==> config.mk <==
export PLATFORM = sky130hd
export DESIGN_NAME = fgn_mul
export DESIGN_NICKNAME = d
export VERILOG_FILES = /design/src/hdl/fgn_pkg.sv /design/src/hdl/fgn_mul.sv
export SDC_FILE = /design/constraint.sdc
export NUM_CORES = 2
export LEC_CHECK = 0
export ABC_AREA = 1
export BUFFER_PORTS_ARGS = -buffer_cell sky130_fd_sc_hd__buf_4
export CORE_ASPECT_RATIO = 0.9
export CORE_UTILIZATION = 45
export CTS_CLUSTER_DIAMETER = 60
export DETAILED_ROUTE_END_ITERATION = 16
export SKIP_LAST_GASP = 1
export SYNTH_ARGS = -nofsm -noshare
export SYNTH_HDL_FRONTEND = slang
export SYNTH_SLANG_ARGS = --single-unit
==> constraint.sdc <==
create_clock -name clk -period 13.1 [get_ports clk]
set_input_delay 0 -clock clk [delete_from_list [all_inputs] [get_ports clk]]
set_output_delay 0 -clock clk [all_outputs]
set_load 0.01 [all_outputs]
==> src/hdl/fgn_pkg.sv <==
`default_nettype none
package fgn_pkg;

  typedef logic [3:0] opcode_t;

  localparam opcode_t OP_PERM   = 4'd0;
  localparam opcode_t OP_G1     = 4'd1;
  localparam opcode_t OP_G2X    = 4'd2;
  localparam opcode_t OP_G2Y    = 4'd3;
  localparam opcode_t OP_G3X    = 4'd4;
  localparam opcode_t OP_G3Y    = 4'd5;
  localparam opcode_t OP_G3Z    = 4'd6;
  localparam opcode_t OP_NOISE1 = 4'd7;
  localparam opcode_t OP_FBM2   = 4'd8;
  localparam opcode_t OP_FBM3   = 4'd9;

  typedef logic [1:0] cfg_index_t;

  localparam cfg_index_t CFG_OCTAVES = 2'd0;
  localparam cfg_index_t CFG_FREQ    = 2'd1;
  localparam cfg_index_t CFG_AMP     = 2'd2;

  localparam int MUL_A_W = 33;
  localparam int MUL_B_W = 25;
  localparam int MUL_P_W = MUL_A_W + MUL_B_W;

  // Three in Q16, the constant term of the s-curve.
  localparam logic [17:0] S_THREE = 18'd196608;

endpackage
`default_nettype wire

==> src/hdl/fgn_mul.sv <==
`default_nettype none
module fgn_mul (
  input  wire                                   clk,
  input  wire logic signed [fgn_pkg::MUL_A_W-1:0] mul_a,
  input  wire logic signed [fgn_pkg::MUL_B_W-1:0] mul_b,
  output logic signed [fgn_pkg::MUL_P_W-1:0]    prod
);
  import fgn_pkg::*;

  logic signed [MUL_P_W-1:0] prod_r;

  always_ff @(posedge clk) begin
    prod_r <= MUL_P_W'(mul_a) * MUL_P_W'(mul_b);
  end

  assign prod = prod_r;

endmodule
`default_nettype wire

# Word-level counts from Yosys, hierarchy flattened
# Index checks and enable logic that the tools add are counted.
# Widths: inputs -> output; s select.
totals:
  inputBits: 59
  elab_cells: 2
  regBits: 58
classes:
  n_mul: 1
op_table:
  columns: ["op", "count"]
  rows:
  - ["$mul 33x25->58", 1]

# Longest topological paths before layout
logic_depth:
  depth_word: 1
  depth_mapped: 31

# Least setup slack after synthesis
# Ideal clock, no wire load.
synth_path:
  path_kind: "input -> register"
  start: "in mul_a[32] (netlist name)"
  end: "reg prod_r[57], in the netlist prod[57]"
  cell_stages: 23
  path_buffers: 2
  setup_slack_ps: 6990
  arrival_time_ps: 5996
  cell_sequence: "clkbuf_1 > clkbuf_1 > nand2_1 > inv_1 > fa_1 > fa_1 > inv_1 > fa_1 > inv_1 > fa_1 > fa_1 > fa_1 > fa_1 > ha_1 > nand2_1 > nor2_1 > nand2_1 > nor4_1 > nand2_1 > nand2_1 > nor2_1 > nand2_1 > nand2_1"
synth_between:
  elab_chain_len: 1
synth_rtl:
  columns: ["element", "line", "rtl"]
  rows:
  - ["start, declared", "fgn_mul.sv:4", "input wire logic signed [fgn_pkg::MUL_A_W-1:0] mul_a,"]
  - ["$mul 33x25->58", "fgn_mul.sv:13", "prod_r <= MUL_P_W'(mul_a) * MUL_P_W'(mul_b);"]
  - ["end signal, assigned", "fgn_mul.sv:13", null]
  - ["end, declared", "fgn_mul.sv:10", "logic signed [MUL_P_W-1:0] prod_r;"]
# Every way passes these cells.

# Worst setup path after layout
layout_path:
  start: "in mul_b[1] (netlist name)"
  end: "reg prod_r[57], in the netlist prod[57]"
layout_between:
  elab_chain_len: 1
layout_rtl:
  columns: ["element", "line", "rtl"]
  rows:
  - ["start, declared", "fgn_mul.sv:5", "input wire logic signed [fgn_pkg::MUL_B_W-1:0] mul_b,"]
  - ["$mul 33x25->58", "fgn_mul.sv:13", null]
# Every way passes these cells.

==> summary.md <==
| Metric | Value |
|---|---|
| Outcome | complete, no violations |
| 1st-pass router iterations | 8 |
| Layout Cells excl Fill | 5101 |
| Largest net degree at the start of global routing | 34 |
| Die height | between 200 and 300 um |
| Startpoint Class | input port |
| Period utilization | between 40 and 50% |
| Unrepaired setup endpoints after global routing | no |
| CTS buffer count | 9 |
| Max_slew headroom | between 30% and 40% |
| Unique masters post-synth | 34 |
| GP Congestion | 0.9518 |
| Remaining global-route overflow | 0 |
| Hpwl dp | 75130 um |
| Drt first-iter violations | 1922 |
| Die W | 285.0 um |
| H-Tree Depth | 3 |
| Max cap viols | 0 |
| Synth Register Bits | 58 |
| Layout area overhead | 5.106% |
| CTS clk-pin slew, worst paths | ~0.060 ns |
| First-pass GRT wire length | 144700 um |
| Syn_nets | 5273 |
| Via count | 24550 |
| Worst Hold Launch | mul_a[0] |
| Layout cell share with drive strength beyond 1 | 4.169% |
| EDFF count, synth | 0 |
| Buffers added on ports | between 100 and 150 |
| CTS tree | yes |
| Origin of the worst setup path | mul_b[1] |
| Drc violations | 0 |
| Synth Flop Type | dfxtp_1 |
| Post-CTS sizing | 0 |
| Root buf cell | clkbuf_16 |
| CP endpoint | prod[57] |
| Routed Antenna Nets | 0 |
| Yosys warns | 0 |
| Placeable Area | 71450 um^2 |
| Die area | 73180 um^2 |
| Worst setup EP type | flop |
| I/O Pins | 117 |
| Sequential share of the synthesized area | 3.579% |
| Clock period minus worst slack | around 6.4 ns |
| Vias per cell | 4.813 |
| Worst min path class | input port to flop |
| Initial Utilization | between 40 and 50% |
| Fmax | 0.1561 GHz |
| Postcts setup bufs | 0 |
| Vias in the first global route | 25700 |
| Slew Viols, Final | 0 |
| Nets | 5203 |
| Mapped cell area | 32440 um^2 |
| Hold-fix buffers at CTS | 0 |
| Syn avg cell area | 7.697 um^2 |
| Fill cell count | 7200 |
| Clock Sinks | 58 |
| Req. time, crit path | 13.34 ns |
| Maximum clock path buffer count | 2 |
| Number of flip-flops in the largest register | 58 |
| Final wirelength | approximately 89000 um |
| Total global-route track usage | 25.60% |
| Setup violators final | 0 |
| Final hold slack | between 0.07 and 0.08 ns |
| Max FO, Critical Path | 33 |
| Initial antenna violation count | 1 |
| Num rows | 93 |
| Async set-or-reset flop fraction in the synthesized netlist | 0% |
| Critical path arrival | between 6 and 7 ns |
| Worst Tran Pin Value | 0.9366 ns |
| Placed Cells | 5084 |
| Final hold vios | 0 |
| Setup TNS Final | 0 ns |
| DR WL/cell | ~17 um |
| WS Path Type | input port to flop |
| Gate Count Post-Synth | 4215 |
==> final cells by class <==
type                            instances  area (um^2)  area share (%)
Sequential cell                        58         1161           3.405
Antenna cell                            1        2.502        0.007338
Multi-Input combinational cell       2581        25370           74.39
Clock inverter                          4        73.82          0.2165
Inverter                             1378         5172           15.17
Clock buffer                           12        256.5          0.7522
Timing Repair Buffer                  117        878.3           2.576
Tap cell                              950         1189           3.486
==> synthesized netlist by cell type, types with 2 or more instances <==
| cell type | instances | area share [%] |
|---|---|---|
| nor2_1 | 114 | 1.3 |
| dfxtp_1 | 58 | 3.6 |
| ha_1 | 157 | 6.1 |
| clkbuf_1 | 194 | 2.2 |
| o21ai_0 | 16 | 0.25 |
| nor3_2 | 2 | 0.062 |
| or2_2 | 7 | 0.13 |
| xnor2_1 | 5 | 0.13 |
| nor2_4 | 4 | 0.14 |
| fa_1 | 842 | 52 |
| nand3b_1 | 2 | 0.046 |
| xor2_1 | 31 | 0.84 |
| a21oi_1 | 50 | 0.77 |
| buf_1 | 4 | 0.046 |
| nand3_2 | 3 | 0.093 |
| o21bai_1 | 11 | 0.25 |
| inv_2 | 3 | 0.035 |
| nand4_1 | 18 | 0.35 |
| inv_1 | 1374 | 16 |
| nand2_1 | 1218 | 14 |
| nand2_2 | 8 | 0.15 |
| nand3_1 | 62 | 0.96 |
| nor3_1 | 10 | 0.15 |
| nor2_2 | 12 | 0.23 |
==> critical path, stage by stage <==
cell,delay (ns)
buf_4,0.32
nand2_1,0.15
inv_1,0.15
fa_1,0.54
fa_1,0.64
inv_1,0.20
fa_1,0.86
inv_1,0.27
fa_1,0.51
fa_1,0.57
fa_1,0.43
fa_1,0.44
ha_1,0.41
nand2_1,0.12
nor2_1,0.24
nand2_1,0.20
nor4_1,0.22
nand2_1,0.12
nand2_1,0.08
nor2_1,0.04
nand2_1,0.05
nand2_1,0.05
==> stage by stage <==
step                      worst slack [ns]  cell area (um^2)  util [%]
after detailed placement             6.341             33770     47.26
after global routing                 6.190             34100     47.73
after CTS                            6.694             34100     47.73
after floorplan                      6.991             32440         -
final                                6.695             34100     47.73
after global placement               6.425             33770     47.26
==> how the worst min path moves through the flow <==
| stage | endpoint | slack [ns] | cells after the start |
|---|---|---|---|
| 2_1_floorplan | prod[0] | 0.28 | 3 |
| 3_3_place_gp | prod[18] | 0.39 | 1 |
| 3_5_place_dp | prod[38] | 0.39 | 1 |
| 4_1_cts | prod[0] | 0.06 | 3 |
| 5_1_grt | prod[0] | 0.1 | 3 |
| 6_report | prod[0] | 0.07 | 3 |
==> placed cells by master, fill, tap and decap left out, types with 11 or more instances in the layout <==
cell / instances
a21oi_1: 50
buf_4: 117
dfxtp_1: 58
fa_1: 842
ha_1: 157
inv_1: 1374
nand2_1: 1218
nand3_1: 62
nand4_1: 18
nor2_1: 114
nor2_2: 12
o21ai_0: 16
o21bai_1: 11
xor2_1: 31
==> routing by layer <==
layer  up-vias  track usage (%)  share of wire [%]
met5         -                0                  0
met4         0            3.342                1.3
met3        72            3.861                7.2
met2       747            41.04                 47
met1     12410            37.56                 45
li1      11320                -                  -
==> logic make-up (layout without fill, tap and decap cells) <==
family,count (synthesis),count (layout),synth area share [%]
buffers and inverters,1576,1511,18.23
AND/OR/NAND/NOR,1464,1464,17.83
adder cells (fa/ha/maj),999,999,58.01
AO/OA/AOI/OAI,82,82,1.377
flip-flops,58,58,3.579
XOR/XNOR,36,36,0.9718
other,0,1,0
Power is not shown: default switching activity piles up to over one toggle a cycle in this logic, so the estimate is an artifact.
